<file path="config.mk">
export PLATFORM = sky130hd
export DESIGN_NAME = kepler_orbit_euler_cromer_step_flat
export DESIGN_NICKNAME = d
export VERILOG_FILES = /design/src/hdl/koe_pkg.sv /design/src/hdl/koe_if.sv /design/src/hdl/koe_serial_alu.sv /design/src/hdl/kepler_orbit_euler_cromer_step.sv /design/src/flat_wrapper.sv
export SDC_FILE = /design/constraint.sdc
export NUM_CORES = 2
export LEC_CHECK = 0
export BUFFER_PORTS_ARGS = -buffer_cell sky130_fd_sc_hd__buf_2
export CAP_MARGIN = 15
export CELL_PAD_IN_SITES_DETAIL_PLACEMENT = 1
export CELL_PAD_IN_SITES_GLOBAL_PLACEMENT = 2
export CORE_MARGIN = 8
export CORE_UTILIZATION = 37
export CTS_CLUSTER_DIAMETER = 40
export DETAILED_ROUTE_END_ITERATION = 8
export PLACE_DENSITY_LB_ADDON = 0.1
export SLEW_MARGIN = 20
export SYNTH_ARGS = -nofsm -noshare
export SYNTH_HDL_FRONTEND = slang
export SYNTH_SLANG_ARGS = --single-unit
</file>
<file path="constraint.sdc">
create_clock -name clk -period 6.4 [get_ports clk]
set_clock_uncertainty 0.2 [all_clocks]
set_input_delay 1.28 -clock clk [delete_from_list [all_inputs] [get_ports clk]]
set_output_delay 1.28 -clock clk [all_outputs]
set_load 0.05 [all_outputs]
</file>
<file path="src/hdl/koe_pkg.sv">
// Package for the Euler-Cromer orbit step block.
// Holds default sizes, register indexes, the sequencer state type and the
// command type of the serial arithmetic unit. Depends on nothing.
package koe_pkg;

    localparam int WORD_BITS     = 32;
    localparam int FRACTION_BITS = 28;
    localparam int STEP_BITS     = 32;
    localparam int INDEX_BITS    = 3;

    localparam logic [INDEX_BITS-1:0] REG_TIME_STEP   = 3'd0;
    localparam logic [INDEX_BITS-1:0] REG_START_POS_X = 3'd1;
    localparam logic [INDEX_BITS-1:0] REG_START_POS_Y = 3'd2;
    localparam logic [INDEX_BITS-1:0] REG_START_VEL_X = 3'd3;
    localparam logic [INDEX_BITS-1:0] REG_START_VEL_Y = 3'd4;

    typedef enum logic [1:0] {
        ALU_MUL,
        ALU_DIV,
        ALU_SQRT
    } alu_op_t;

    typedef struct packed {
        logic    start;
        alu_op_t op;
    } alu_cmd_t;

    typedef enum logic [3:0] {
        ST_IDLE,
        ST_SQ_X,
        ST_SQ_Y,
        ST_ROOT,
        ST_R2,
        ST_R3,
        ST_PULL_Y_MUL,
        ST_PULL_Y_DIV,
        ST_PULL_X_MUL,
        ST_PULL_X_DIV,
        ST_DRIFT_Y,
        ST_DRIFT_X,
        ST_DONE
    } state_t;

endpackage

</file>
<file path="src/hdl/koe_if.sv">
// Handshake channels of the orbit step block: input item and result item.
// Depends on nothing; widths come in as parameters.
interface koe_in_if;
    logic valid;
    logic ready;
    logic restart;
    modport source (output valid, output restart, input ready);
    modport sink (input valid, input restart, output ready);
endinterface

interface koe_out_if #(parameter int W = 32);
    logic         valid;
    logic         ready;
    logic [W-1:0] new_position_x;
    logic [W-1:0] new_position_y;
    logic [W-1:0] new_velocity_x;
    logic [W-1:0] new_velocity_y;
    logic [31:0]  step_index;
    logic         saturated;
    modport source (output valid, output new_position_x, output new_position_y,
                    output new_velocity_x, output new_velocity_y, output step_index,
                    output saturated, input ready);
    modport sink (input valid, input new_position_x, input new_position_y,
                  input new_velocity_x, input new_velocity_y, input step_index,
                  input saturated, output ready);
endinterface

</file>
<file path="src/hdl/koe_serial_alu.sv">
// Bit-serial arithmetic unit: shift-add multiply, restoring divide and
// digit-by-digit square root, one bit of result per cycle.
// Depends on koe_pkg for the command type.
module koe_serial_alu #(
    parameter int W = koe_pkg::WORD_BITS
) (
    input  logic               clk,
    input  logic               rst_n,
    input  koe_pkg::alu_cmd_t  cmd,
    input  logic [2*W-1:0]     a,
    input  logic [W-1:0]       b,
    output logic               done,
    output logic [2*W-1:0]     result
);
    localparam int CW = $clog2(2*W+1);

    logic               busy_reg, busy_next;
    logic               done_reg, done_next;
    koe_pkg::alu_op_t   op_reg, op_next;
    logic [CW-1:0]      cnt_reg, cnt_next;
    logic [2*W-1:0]     acc_reg, acc_next;
    logic [2*W-1:0]     num_reg, num_next;
    logic [W-1:0]       den_reg, den_next;
    logic [W+1:0]       rem_reg, rem_next;

    logic [W:0]         mul_sum;
    logic [W:0]         div_sh;
    logic [W+3:0]       sq_sh;
    logic [W+3:0]       sq_trial;

    always_ff @(posedge clk or negedge rst_n)
    begin
        if (!rst_n)
        begin
            busy_reg <= 1'b0;
            done_reg <= 1'b0;
            cnt_reg  <= '0;
        end
        else
        begin
            busy_reg <= busy_next;
            done_reg <= done_next;
            cnt_reg  <= cnt_next;
        end
    end

    always_ff @(posedge clk)
    begin
        op_reg  <= op_next;
        acc_reg <= acc_next;
        num_reg <= num_next;
        den_reg <= den_next;
        rem_reg <= rem_next;
    end

    always_comb
    begin
        busy_next = busy_reg;
        done_next = 1'b0;
        op_next   = op_reg;
        cnt_next  = cnt_reg;
        acc_next  = acc_reg;
        num_next  = num_reg;
        den_next  = den_reg;
        rem_next  = rem_reg;
        mul_sum   = {1'b0, acc_reg[2*W-1:W]} + {1'b0, (num_reg[0] ? den_reg : {W{1'b0}})};
        div_sh    = {rem_reg[W-1:0], num_reg[2*W-1]};
        sq_sh     = {rem_reg, num_reg[2*W-1:2*W-2]};
        sq_trial  = {2'b00, acc_reg[W-1:0], 2'b01};
        if (!busy_reg)
        begin
            if (cmd.start)
            begin
                busy_next = 1'b1;
                op_next   = cmd.op;
                acc_next  = '0;
                rem_next  = '0;
                case (cmd.op)
                    koe_pkg::ALU_MUL:
                    begin
                        num_next = {{W{1'b0}}, b};
                        den_next = a[W-1:0];
                        cnt_next = CW'(W);
                    end
                    koe_pkg::ALU_DIV:
                    begin
                        num_next = a;
                        den_next = b;
                        cnt_next = CW'(2*W);
                    end
                    default:
                    begin
                        num_next = a;
                        den_next = b;
                        cnt_next = CW'(W);
                    end
                endcase
            end
        end
        else
        begin
            case (op_reg)
                koe_pkg::ALU_MUL:
                begin
                    acc_next = {mul_sum, acc_reg[W-1:1]};
                    num_next = num_reg >> 1;
                end
                koe_pkg::ALU_DIV:
                begin
                    num_next = num_reg << 1;
                    if (div_sh >= {1'b0, den_reg})
                    begin
                        rem_next = {1'b0, div_sh - {1'b0, den_reg}};
                        acc_next = {acc_reg[2*W-2:0], 1'b1};
                    end
                    else
                    begin
                        rem_next = {1'b0, div_sh};
                        acc_next = {acc_reg[2*W-2:0], 1'b0};
                    end
                end
                default:
                begin
                    num_next = num_reg << 2;
                    if (sq_sh >= sq_trial)
                    begin
                        rem_next = (W+2)'(sq_sh - sq_trial);
                        acc_next = {acc_reg[2*W-2:0], 1'b1};
                    end
                    else
                    begin
                        rem_next = (W+2)'(sq_sh);
                        acc_next = {acc_reg[2*W-2:0], 1'b0};
                    end
                end
            endcase
            cnt_next = cnt_reg - CW'(1);
            if (cnt_reg == CW'(1))
            begin
                busy_next = 1'b0;
                done_next = 1'b1;
            end
        end
    end

    assign done   = done_reg;
    assign result = acc_reg;

endmodule

</file>
<file path="src/hdl/kepler_orbit_euler_cromer_step.sv">
// Top level of the Euler-Cromer two-body orbit step block.
// Depends on koe_pkg, koe_if.sv and koe_serial_alu.
//
// Usage: each input item on item_in advances the stored orbit by one step and
// yields exactly one result item on result_out. An item with restart set first
// reloads position and velocity from the start registers and clears the step
// count. Configuration writes use cfg_we / cfg_index / cfg_data, one per clock;
// the user makes them only while no item is in flight; the block does not check.
//
// Datapath: all arithmetic runs on one bit-serial unit that produces one result
// bit per cycle. A step uses eight multiplies, one square root and two divides;
// with a zero radius the cube and pull phases are skipped. One item is worked
// on at a time.
//
// The result sits in an output register, so item_in is ready again as soon
// as the result is loaded, even while result_out is stalled; a stalled
// receiver only holds the next result in its final state. Reset clears the
// step count, loads the default registers and orbit, and drops all valids.
module kepler_orbit_euler_cromer_step #(
    parameter int W = koe_pkg::WORD_BITS,
    parameter int F = koe_pkg::FRACTION_BITS
) (
    input  logic                              clk,
    input  logic                              rst_n,
    input  logic                              cfg_we,
    input  logic [koe_pkg::INDEX_BITS-1:0]    cfg_index,
    input  logic [W-1:0]                      cfg_data,
    koe_in_if.sink                            item_in,
    koe_out_if.source                         result_out
);
    localparam int SB = koe_pkg::STEP_BITS;
    // Reset step: 0.0009 in the fixed point format, rounded.
    localparam logic [63:0] DT_RESET64 = ((64'd9 << F) + 64'd5000) / 64'd10000;
    localparam logic [W-2:0] DT_RESET  = DT_RESET64[W-2:0];
    localparam logic [W-1:0] ONE_FX    = W'(64'd1 << F);
    localparam logic [W-1:0] MAXPOS    = {1'b0, {(W-1){1'b1}}};

    koe_pkg::state_t    state_reg, state_next;

    logic [W-2:0]       dt_reg, dt_next;
    logic [W-1:0]       spx_reg, spx_next, spy_reg, spy_next;
    logic [W-1:0]       svx_reg, svx_next, svy_reg, svy_next;
    logic [W-1:0]       px_reg, px_next, py_reg, py_next;
    logic [W-1:0]       vx_reg, vx_next, vy_reg, vy_next;
    logic [SB-1:0]      steps_reg, steps_next;
    logic               flag_reg, flag_next;
    logic               launched_reg, launched_next;
    logic [2*W-1:0]     s_reg, s_next;
    logic [W-1:0]       r_reg, r_next;
    logic [W-1:0]       r3_reg, r3_next;

    logic               ov_reg, ov_next;
    logic [W-1:0]       opx_reg, opx_next, opy_reg, opy_next;
    logic [W-1:0]       ovx_reg, ovx_next, ovy_reg, ovy_next;
    logic [SB-1:0]      ostep_reg, ostep_next;
    logic               osat_reg, osat_next;

    koe_pkg::alu_cmd_t  alu_cmd;
    logic [2*W-1:0]     alu_a;
    logic [W-1:0]       alu_b;
    logic               alu_done;
    logic [2*W-1:0]     alu_result;

    logic               in_fire;
    logic               computing;
    logic               capture;
    logic               out_free;
    logic [W-1:0]       cube_val;
    logic               cube_clip;
    logic [W-1:0]       pull_mag;
    logic               pull_clip;
    logic [W-1:0]       drift_mag;
    logic               drift_clip;
    logic [W:0]         sum_res;
    logic [W-1:0]       term;

    function automatic logic [W-1:0] magnitude(input logic [W-1:0] raw);
        return raw[W-1] ? (W'(0) - raw) : raw;
    endfunction

    // Returns {overflow, sum}; an overflow clips toward the sign of the operands.
    function automatic logic [W:0] sat_add(input logic [W-1:0] x, input logic [W-1:0] y);
        logic [W-1:0] s;
        s = x + y;
        if ((x[W-1] == y[W-1]) && (s[W-1] != x[W-1]))
        begin
            return {1'b1, (x[W-1] ? {1'b1, {(W-1){1'b0}}} : MAXPOS)};
        end
        return {1'b0, s};
    endfunction

    koe_serial_alu #(.W(W)) u_alu (
        .clk    (clk),
        .rst_n  (rst_n),
        .cmd    (alu_cmd),
        .a      (alu_a),
        .b      (alu_b),
        .done   (alu_done),
        .result (alu_result)
    );

    assign in_fire   = item_in.valid && item_in.ready;
    assign out_free  = !ov_reg || result_out.ready;
    assign computing = (state_reg != koe_pkg::ST_IDLE) && (state_reg != koe_pkg::ST_DONE);
    assign capture   = computing && launched_reg && alu_done;

    assign item_in.ready = (state_reg == koe_pkg::ST_IDLE);

    assign result_out.valid          = ov_reg;
    assign result_out.new_position_x = opx_reg;
    assign result_out.new_position_y = opy_reg;
    assign result_out.new_velocity_x = ovx_reg;
    assign result_out.new_velocity_y = ovy_reg;
    assign result_out.step_index     = ostep_reg;
    assign result_out.saturated      = osat_reg;

    always_ff @(posedge clk or negedge rst_n)
    begin
        if (!rst_n)
        begin
            state_reg    <= koe_pkg::ST_IDLE;
            dt_reg       <= DT_RESET;
            spx_reg      <= ONE_FX;
            spy_reg      <= '0;
            svx_reg      <= '0;
            svy_reg      <= ONE_FX;
            px_reg       <= ONE_FX;
            py_reg       <= '0;
            vx_reg       <= '0;
            vy_reg       <= ONE_FX;
            steps_reg    <= '0;
            launched_reg <= 1'b0;
            ov_reg       <= 1'b0;
        end
        else
        begin
            state_reg    <= state_next;
            dt_reg       <= dt_next;
            spx_reg      <= spx_next;
            spy_reg      <= spy_next;
            svx_reg      <= svx_next;
            svy_reg      <= svy_next;
            px_reg       <= px_next;
            py_reg       <= py_next;
            vx_reg       <= vx_next;
            vy_reg       <= vy_next;
            steps_reg    <= steps_next;
            launched_reg <= launched_next;
            ov_reg       <= ov_next;
        end
    end

    always_ff @(posedge clk)
    begin
        flag_reg  <= flag_next;
        s_reg     <= s_next;
        r_reg     <= r_next;
        r3_reg    <= r3_next;
        opx_reg   <= opx_next;
        opy_reg   <= opy_next;
        ovx_reg   <= ovx_next;
        ovy_reg   <= ovy_next;
        ostep_reg <= ostep_next;
        osat_reg  <= osat_next;
    end

    // Sequencer: each compute state launches the serial unit once and moves
    // on when its result comes back.
    always_comb
    begin
        state_next = state_reg;
        case (state_reg)
            koe_pkg::ST_IDLE:
            begin
                if (in_fire)
                begin
                    state_next = koe_pkg::ST_SQ_X;
                end
            end
            koe_pkg::ST_SQ_X:       if (capture) state_next = koe_pkg::ST_SQ_Y;
            koe_pkg::ST_SQ_Y:       if (capture) state_next = koe_pkg::ST_ROOT;
            koe_pkg::ST_ROOT:
            begin
                if (capture)
                begin
                    state_next = (alu_result[W-1:0] == '0) ? koe_pkg::ST_DRIFT_Y
                                                           : koe_pkg::ST_R2;
                end
            end
            koe_pkg::ST_R2:         if (capture) state_next = koe_pkg::ST_R3;
            koe_pkg::ST_R3:         if (capture) state_next = koe_pkg::ST_PULL_Y_MUL;
            koe_pkg::ST_PULL_Y_MUL: if (capture) state_next = koe_pkg::ST_PULL_Y_DIV;
            koe_pkg::ST_PULL_Y_DIV: if (capture) state_next = koe_pkg::ST_PULL_X_MUL;
            koe_pkg::ST_PULL_X_MUL: if (capture) state_next = koe_pkg::ST_PULL_X_DIV;
            koe_pkg::ST_PULL_X_DIV: if (capture) state_next = koe_pkg::ST_DRIFT_Y;
            koe_pkg::ST_DRIFT_Y:    if (capture) state_next = koe_pkg::ST_DRIFT_X;
            koe_pkg::ST_DRIFT_X:    if (capture) state_next = koe_pkg::ST_DONE;
            koe_pkg::ST_DONE:       if (out_free) state_next = koe_pkg::ST_IDLE;
            default:                state_next = koe_pkg::ST_IDLE;
        endcase
    end

    // Operand selection for the serial unit.
    always_comb
    begin
        alu_cmd.start = computing && !launched_reg;
        alu_cmd.op    = koe_pkg::ALU_MUL;
        alu_a         = '0;
        alu_b         = '0;
        case (state_reg)
            koe_pkg::ST_SQ_X:
            begin
                alu_a = {{W{1'b0}}, magnitude(px_reg)};
                alu_b = magnitude(px_reg);
            end
            koe_pkg::ST_SQ_Y:
            begin
                alu_a = {{W{1'b0}}, magnitude(py_reg)};
                alu_b = magnitude(py_reg);
            end
            koe_pkg::ST_ROOT:
            begin
                alu_cmd.op = koe_pkg::ALU_SQRT;
                alu_a      = s_reg;
            end
            koe_pkg::ST_R2:
            begin
                alu_a = {{W{1'b0}}, r_reg};
                alu_b = r_reg;
            end
            koe_pkg::ST_R3:
            begin
                alu_a = {{W{1'b0}}, r3_reg};
                alu_b = r_reg;
            end
            koe_pkg::ST_PULL_Y_MUL:
            begin
                alu_a = {{W{1'b0}}, magnitude(py_reg)};
                alu_b = {1'b0, dt_reg};
            end
            koe_pkg::ST_PULL_X_MUL:
            begin
                alu_a = {{W{1'b0}}, magnitude(px_reg)};
                alu_b = {1'b0, dt_reg};
            end
            koe_pkg::ST_PULL_Y_DIV, koe_pkg::ST_PULL_X_DIV:
            begin
                alu_cmd.op = koe_pkg::ALU_DIV;
                alu_a      = s_reg;
                alu_b      = r3_reg;
            end
            koe_pkg::ST_DRIFT_Y:
            begin
                alu_a = {{W{1'b0}}, magnitude(vy_reg)};
                alu_b = {1'b0, dt_reg};
            end
            koe_pkg::ST_DRIFT_X:
            begin
                alu_a = {{W{1'b0}}, magnitude(vx_reg)};
                alu_b = {1'b0, dt_reg};
            end
            default:
            begin
                alu_a = '0;
                alu_b = '0;
            end
        endcase
    end

    // Clipping of the serial results, shared by the x and y phases.
    always_comb
    begin
        cube_clip = (alu_result[2*W-1:W+F] != '0);
        cube_val  = cube_clip ? {W{1'b1}} : alu_result[W+F-1:F];
        pull_clip = (alu_result[2*W-1:W-1] != '0);
        pull_mag  = pull_clip ? MAXPOS : {1'b0, alu_result[W-2:0]};
        drift_clip = (alu_result[2*W-1:W-1+F] != '0);
        drift_mag  = drift_clip ? MAXPOS : {1'b0, alu_result[W-2+F:F]};
    end

    // Datapath and register updates.
    always_comb
    begin
        dt_next       = dt_reg;
        spx_next      = spx_reg;
        spy_next      = spy_reg;
        svx_next      = svx_reg;
        svy_next      = svy_reg;
        px_next       = px_reg;
        py_next       = py_reg;
        vx_next       = vx_reg;
        vy_next       = vy_reg;
        steps_next    = steps_reg;
        flag_next     = flag_reg;
        s_next        = s_reg;
        r_next        = r_reg;
        r3_next       = r3_reg;
        ov_next       = ov_reg;
        opx_next      = opx_reg;
        opy_next      = opy_reg;
        ovx_next      = ovx_reg;
        ovy_next      = ovy_reg;
        ostep_next    = ostep_reg;
        osat_next     = osat_reg;
        sum_res       = '0;
        term          = '0;
        launched_next = launched_reg;

        if (alu_cmd.start)
        begin
            launched_next = 1'b1;
        end
        if (capture)
        begin
            launched_next = 1'b0;
        end

        if (ov_reg && result_out.ready)
        begin
            ov_next = 1'b0;
        end

        if (cfg_we)
        begin
            case (cfg_index)
                koe_pkg::REG_TIME_STEP:   dt_next  = cfg_data[W-2:0];
                koe_pkg::REG_START_POS_X: spx_next = cfg_data;
                koe_pkg::REG_START_POS_Y: spy_next = cfg_data;
                koe_pkg::REG_START_VEL_X: svx_next = cfg_data;
                koe_pkg::REG_START_VEL_Y: svy_next = cfg_data;
                default:                  dt_next  = dt_reg;
            endcase
        end

        case (state_reg)
            koe_pkg::ST_IDLE:
            begin
                if (in_fire)
                begin
                    flag_next = 1'b0;
                    if (item_in.restart)
                    begin
                        px_next    = spx_reg;
                        py_next    = spy_reg;
                        vx_next    = svx_reg;
                        vy_next    = svy_reg;
                        steps_next = '0;
                    end
                end
            end
            koe_pkg::ST_SQ_X:
            begin
                if (capture) s_next = alu_result;
            end
            koe_pkg::ST_SQ_Y:
            begin
                if (capture) s_next = s_reg + alu_result;
            end
            koe_pkg::ST_ROOT:
            begin
                if (capture) r_next = alu_result[W-1:0];
            end
            koe_pkg::ST_R2:
            begin
                if (capture)
                begin
                    r3_next   = cube_val;
                    flag_next = flag_reg | cube_clip;
                end
            end
            koe_pkg::ST_R3:
            begin
                if (capture)
                begin
                    // A nonzero radius whose cube truncates to zero divides by one LSB.
                    if (cube_val == '0)
                    begin
                        r3_next   = W'(1);
                        flag_next = 1'b1;
                    end
                    else
                    begin
                        r3_next   = cube_val;
                        flag_next = flag_reg | cube_clip;
                    end
                end
            end
            koe_pkg::ST_PULL_Y_MUL, koe_pkg::ST_PULL_X_MUL:
            begin
                if (capture) s_next = alu_result;
            end
            koe_pkg::ST_PULL_Y_DIV:
            begin
                if (capture)
                begin
                    term      = py_reg[W-1] ? pull_mag : (W'(0) - pull_mag);
                    sum_res   = sat_add(vy_reg, term);
                    vy_next   = sum_res[W-1:0];
                    flag_next = flag_reg | pull_clip | sum_res[W];
                end
            end
            koe_pkg::ST_PULL_X_DIV:
            begin
                if (capture)
                begin
                    term      = px_reg[W-1] ? pull_mag : (W'(0) - pull_mag);
                    sum_res   = sat_add(vx_reg, term);
                    vx_next   = sum_res[W-1:0];
                    flag_next = flag_reg | pull_clip | sum_res[W];
                end
            end
            koe_pkg::ST_DRIFT_Y:
            begin
                if (capture)
                begin
                    term      = vy_reg[W-1] ? (W'(0) - drift_mag) : drift_mag;
                    sum_res   = sat_add(py_reg, term);
                    py_next   = sum_res[W-1:0];
                    flag_next = flag_reg | drift_clip | sum_res[W];
                end
            end
            koe_pkg::ST_DRIFT_X:
            begin
                if (capture)
                begin
                    term      = vx_reg[W-1] ? (W'(0) - drift_mag) : drift_mag;
                    sum_res   = sat_add(px_reg, term);
                    px_next   = sum_res[W-1:0];
                    flag_next = flag_reg | drift_clip | sum_res[W];
                end
            end
            koe_pkg::ST_DONE:
            begin
                if (out_free)
                begin
                    steps_next = steps_reg + SB'(1);
                    ov_next    = 1'b1;
                    opx_next   = px_reg;
                    opy_next   = py_reg;
                    ovx_next   = vx_reg;
                    ovy_next   = vy_reg;
                    ostep_next = steps_reg + SB'(1);
                    osat_next  = flag_reg;
                end
            end
            default:
            begin
                flag_next = flag_reg;
            end
        endcase
    end

endmodule
</file>
<file path="src/flat_wrapper.sv">
// flat-port wrapper written by rule: the top's interface ports become plain ports
module kepler_orbit_euler_cromer_step_flat 
#(
    parameter int W = koe_pkg::WORD_BITS,
    parameter int F = koe_pkg::FRACTION_BITS
)
  (clk, rst_n, cfg_we, cfg_index, cfg_data, item_in_valid, item_in_restart, item_in_ready, result_out_valid, result_out_new_position_x, result_out_new_position_y, result_out_new_velocity_x, result_out_new_velocity_y, result_out_step_index, result_out_saturated, result_out_ready);
  koe_in_if item_in_i ();
  koe_out_if #(.W(W)) result_out_i ();
  input  logic clk;
  input  logic rst_n;
  input  logic cfg_we;
  input  logic [koe_pkg::INDEX_BITS-1:0] cfg_index;
  input  logic [W-1:0] cfg_data;
  input wire logic [$bits(item_in_i.valid)-1:0] item_in_valid;
  input wire logic [$bits(item_in_i.restart)-1:0] item_in_restart;
  output wire logic [$bits(item_in_i.ready)-1:0] item_in_ready;
  output wire logic [$bits(result_out_i.valid)-1:0] result_out_valid;
  output wire logic [$bits(result_out_i.new_position_x)-1:0] result_out_new_position_x;
  output wire logic [$bits(result_out_i.new_position_y)-1:0] result_out_new_position_y;
  output wire logic [$bits(result_out_i.new_velocity_x)-1:0] result_out_new_velocity_x;
  output wire logic [$bits(result_out_i.new_velocity_y)-1:0] result_out_new_velocity_y;
  output wire logic [$bits(result_out_i.step_index)-1:0] result_out_step_index;
  output wire logic [$bits(result_out_i.saturated)-1:0] result_out_saturated;
  input wire logic [$bits(result_out_i.ready)-1:0] result_out_ready;
  assign item_in_i.valid = item_in_valid;
  assign item_in_i.restart = item_in_restart;
  assign item_in_ready = item_in_i.ready;
  assign result_out_valid = result_out_i.valid;
  assign result_out_new_position_x = result_out_i.new_position_x;
  assign result_out_new_position_y = result_out_i.new_position_y;
  assign result_out_new_velocity_x = result_out_i.new_velocity_x;
  assign result_out_new_velocity_y = result_out_i.new_velocity_y;
  assign result_out_step_index = result_out_i.step_index;
  assign result_out_saturated = result_out_i.saturated;
  assign result_out_i.ready = result_out_ready;
  kepler_orbit_euler_cromer_step #(.W(W), .F(F)) u_core (.clk(clk), .rst_n(rst_n), .cfg_we(cfg_we), .cfg_index(cfg_index), .cfg_data(cfg_data), .item_in(item_in_i), .result_out(result_out_i));
endmodule
</file>
==> metrics.md <==
| Metric | Value |
|---|---|
| Startpoint Class | flop |
| Netlist cell types | 100 |
| Max Cap Violations | 0 |
| Initial antenna violation count | 27 |
| Reg-to-reg startpoint | u_core.u_alu.result[37] |
| # setup viols final | 0 |
| Syn Inst Count | 6274 |
| Io pins | 204 |
| Sw Pwr | 0.02436 W |
| Max-slew headroom | 0.1832 |
| Switching share of power | 0.5016 |
| VDD IR max | between 0.3 and 0.4 mV |
| DR iter-0 viols | 4925 |
| Leakage power | 27.83 nW |
| Layout cells sized above 1 | 0.1790 |
| Grt total ovfl | 0 |
| Global placer's final weighted congestion | 0.9732 |
| Register-to-Register Setup Slack | 0.20 ns |
| Slew Limit Fails | 0 |
| PortBufs | 203 |
| Final HPWL DP | 207100 um |
| Wirelength per Cell | slightly above 30 um |
| Remaining antenna violation count after routing | 0 |
| Int Pwr | 0.02420 W |
| Synthesized net count | 6620 |
| Fin crit share | 0.9681 |
| R2R Path End | u_core.flag_reg |
| Die Ht | 409.1 um |
| Slew @ Worst Pin | 1.222 ns |
| Gr usage total | 0.3138 |
| Synthesized area | approximately 57000 um^2 |
| Fmax | 161.4 MHz |
| Pin count of the biggest net entering global routing | around 120 |
| Sink Count | between 800 and 900 |
| Reg2reg path depth | 23 |
| First-pass GRT wire length | 390600 um |
| Routed WL | 273400 um |
| Number of buffers on the longest clock path | 3 |
| Timing endpoint of the critical path | u_core.flag_reg |
| DR vias | 53700 |
| Worst skew pair latency | 0.80 ns |
| Die W | 409.1 um |
| Clock Power Share | 0.184 |
| Hold/Removal Path Class | in2async |
| Post-synth EDFFs | 486 |
| Comb pwr share | 0.611 |
| Initial cell density of the core | 0.3719 |
| Synth warnings | 0 |
| DRC violations left | 0 |
| Root buf cell | clkbuf_16 |
| CTS Buf Count | 160 |
| Worst path required time | ~6.8 ns |
| Register share of total power | 0.205 |
| CTS tree | yes |
| Synthesized area per cell | between 9 and 10 um^2 |
| FFs w/ async S/R, synth | 0.4073 |
| Total power | 0.04856 W |
| Crit path time final | ~6.2 ns |
| CP max FO | 5 |
| Synth-to-layout area growth | 19.86% |
| Post-synthesis sequential area ratio | 0.4019 |
| Vias per cell | 6.068 |
| PD cells | 708.8 nW/um^2 |
| Clock H-tree levels | 4 |
| Main synth FF type | edfxtp_1 |
| CTS clk-pin slew, worst paths | 0.05 ns |
| Die area | around 170000 um^2 |
| Core Box Area | approximately 150000 um^2 |
| Final hold vios | 0 |
| WP data arrival | 6.54 ns |
| Synthesized flop and latch total | 820 |
| CP Capture Type | flop |
| Worst setup startpoint | u_core.u_alu.result[37] |
| DRT Pass-1 Iters | 9 |
| Nets | 7000 |
| Hold Slack | around 0.28 ns |
| Vias in the first global route | 53780 |
| Site Rows | between 100 and 150 |
| Setup CP Type | reg2reg |
| Outcome | completed |
-- cell usage in the layout, fill, tap and decap left out, drive strengths merged, types with 43 or more instances in the layout --
master	synthesis	routed
xnor2	210	210
nor2b	48	48
o22ai	53	53
o21ai	586	586
nand3	135	135
ha	298	298
a21oi	452	452
and2	54	54
nor2	438	438
nand2	738	738
inv	199	228
clkbuf	301	184
o21bai	47	47
dfrtp	318	318
o31ai	69	69
nand2b	73	73
buf	67	585
or3	87	87
a31oi	48	48
a21o	168	168
mux2i	86	86
clkinv	2	50
nand4	43	43
a211oi	143	143
a222oi	54	54
edfxtp	486	486
nor3	213	213
xor2	204	204
mux2	175	175
-- kinds of logic (layout without fill, tap and decap cells) --
group           count (synthesis)  in the layout  synth area share
compound gates               1927           1927            0.2169
xor+xnor                      414            414           0.06343
fa+ha+maj                     305            305           0.06768
buf+inv                       569           1087           0.03883
flops                         820            820            0.4019
mux                           261            261           0.04953
other cells                     0             14                 0
simple gates                 1978           1978            0.1618
-- worst min-delay path by stage --
stage                                     from                                    to  slack (ns)  cells past startpoint
after global placement    u_core.steps_reg[31]                  u_core.steps_reg[31]        0.27                      1
after detailed placement  u_core.steps_reg[31]                  u_core.steps_reg[31]        0.29                      1
after CTS                                rst_n               u_core.u_alu.cnt_reg[4]        0.28                      1
after floorplan              u_core.py_reg[31]  u_core.result_out.new_position_y[31]        0.22                      0
after global routing                     rst_n               u_core.u_alu.cnt_reg[2]        0.31                      1
final                                    rst_n               u_core.u_alu.cnt_reg[4]        0.28                      1
-- through the flow --
stage,cell area (um^2),setup TNS (ns),setup slack [ns],utilization,cells
6_report,68510,0,0.2039,0.4458,8850
2_1_floorplan,57210,0,0.03071,-,6274
3_5_place_dp,62480,-0.5901,-0.07128,0.4065,8526
4_1_cts,68180,0,0.02024,0.4436,8826
5_1_grt,68480,-0.1727,-0.06583,0.4456,8836
3_3_place_gp,62480,0,0.02875,0.4065,8526
-- worst max-delay path: stages, from the launching register on --
cell       delay [ns]
edfxtp_1         0.38
or3_4            0.40
or3_4            0.34
or4_4            0.64
nand2b_4         0.19
inv_1            0.06
ha_2             0.19
nand3_4          0.13
or2_2            0.35
o21ai_0          0.23
a21oi_2          0.10
buf_4            0.16
ha_1             0.33
a21oi_1          0.16
nor2_1           0.06
a2111oi_1        0.33
o21ai_1          0.19
nor2_1           0.19
o221ai_2         0.13
a311o_1          0.41
a22oi_4          0.23
buf_4            0.15
o221ai_1         0.11
a211o_1          0.28
-- metal layers --
layer,up-vias,part of all wire,GRT usage
met5,-,0.00039,0
met4,16,0.054,0.1499
met3,511,0.068,0.06010
met2,1896,0.44,0.4859
met1,27290,0.44,0.4213
li1,23990,-,-
-- cell type report --
type | instances | area [um^2]
diodes | 14 | 35.03
clock buffers | 183 | 4161
clock inverters | 117 | 1526
fillers | 17510 | 85170
inverters | 201 | 767.0
multi-input cells | 4885 | 32410
flip-flops and latches | 820 | 22980
well taps | 2044 | 2557
repair buffers | 586 | 4071
-- power groups by stage --
stage / Sequential, W / Combinational (W) / Clock, W
after floorplan: 0.00919 / 0.0177 / 0
after global placement: 0.00991 / 0.0284 / 0
after detailed placement: 0.00993 / 0.0286 / 0
after CTS: 0.00986 / 0.0289 / 0.00908
after global routing: 0.0100 / 0.0318 / 0.00929
final: 0.00995 / 0.0297 / 0.00896
-- synth_stat cells (all sizes together), types with 36 or more instances --
library cell / count / area [um^2]
clkbuf: 301 / 1130
buf: 67 / 335.3
o22ai: 53 / 331.6
nor3: 213 / 1076
o21bai: 47 / 352.8
nand2b: 73 / 456.7
ha: 298 / 3729
and2: 54 / 340.3
xnor2: 210 / 1839
xor2: 204 / 1787
o31ai: 69 / 523.0
mux2i: 86 / 860.8
a31oi: 48 / 300.3
o221ai: 36 / 315.3
o21a: 37 / 277.8
and3: 40 / 255.2
o21ai: 586 / 2940
nor2: 438 / 1667
nand4: 43 / 269.0
a21oi: 452 / 2262
inv: 199 / 747.0
a211oi: 143 / 1224
nand3: 135 / 675.7
or3: 87 / 569.3
nand2: 738 / 2773
a21o: 168 / 1261
nor2b: 48 / 300.3
dfrtp: 318 / 7958
a222oi: 54 / 540.5
mux2: 175 / 1971
edfxtp: 486 / 14590
-- repair_timing --
item | CTS | global route
cloned | 0 | 1
gates resized for setup | 3 | 55
setup endpoints to repair | 30 | 123
setup buffers | 0 | 9
pin swaps | 0 | 18
hold buffers | 0 | 0
(Power assumes the default switching activity.)
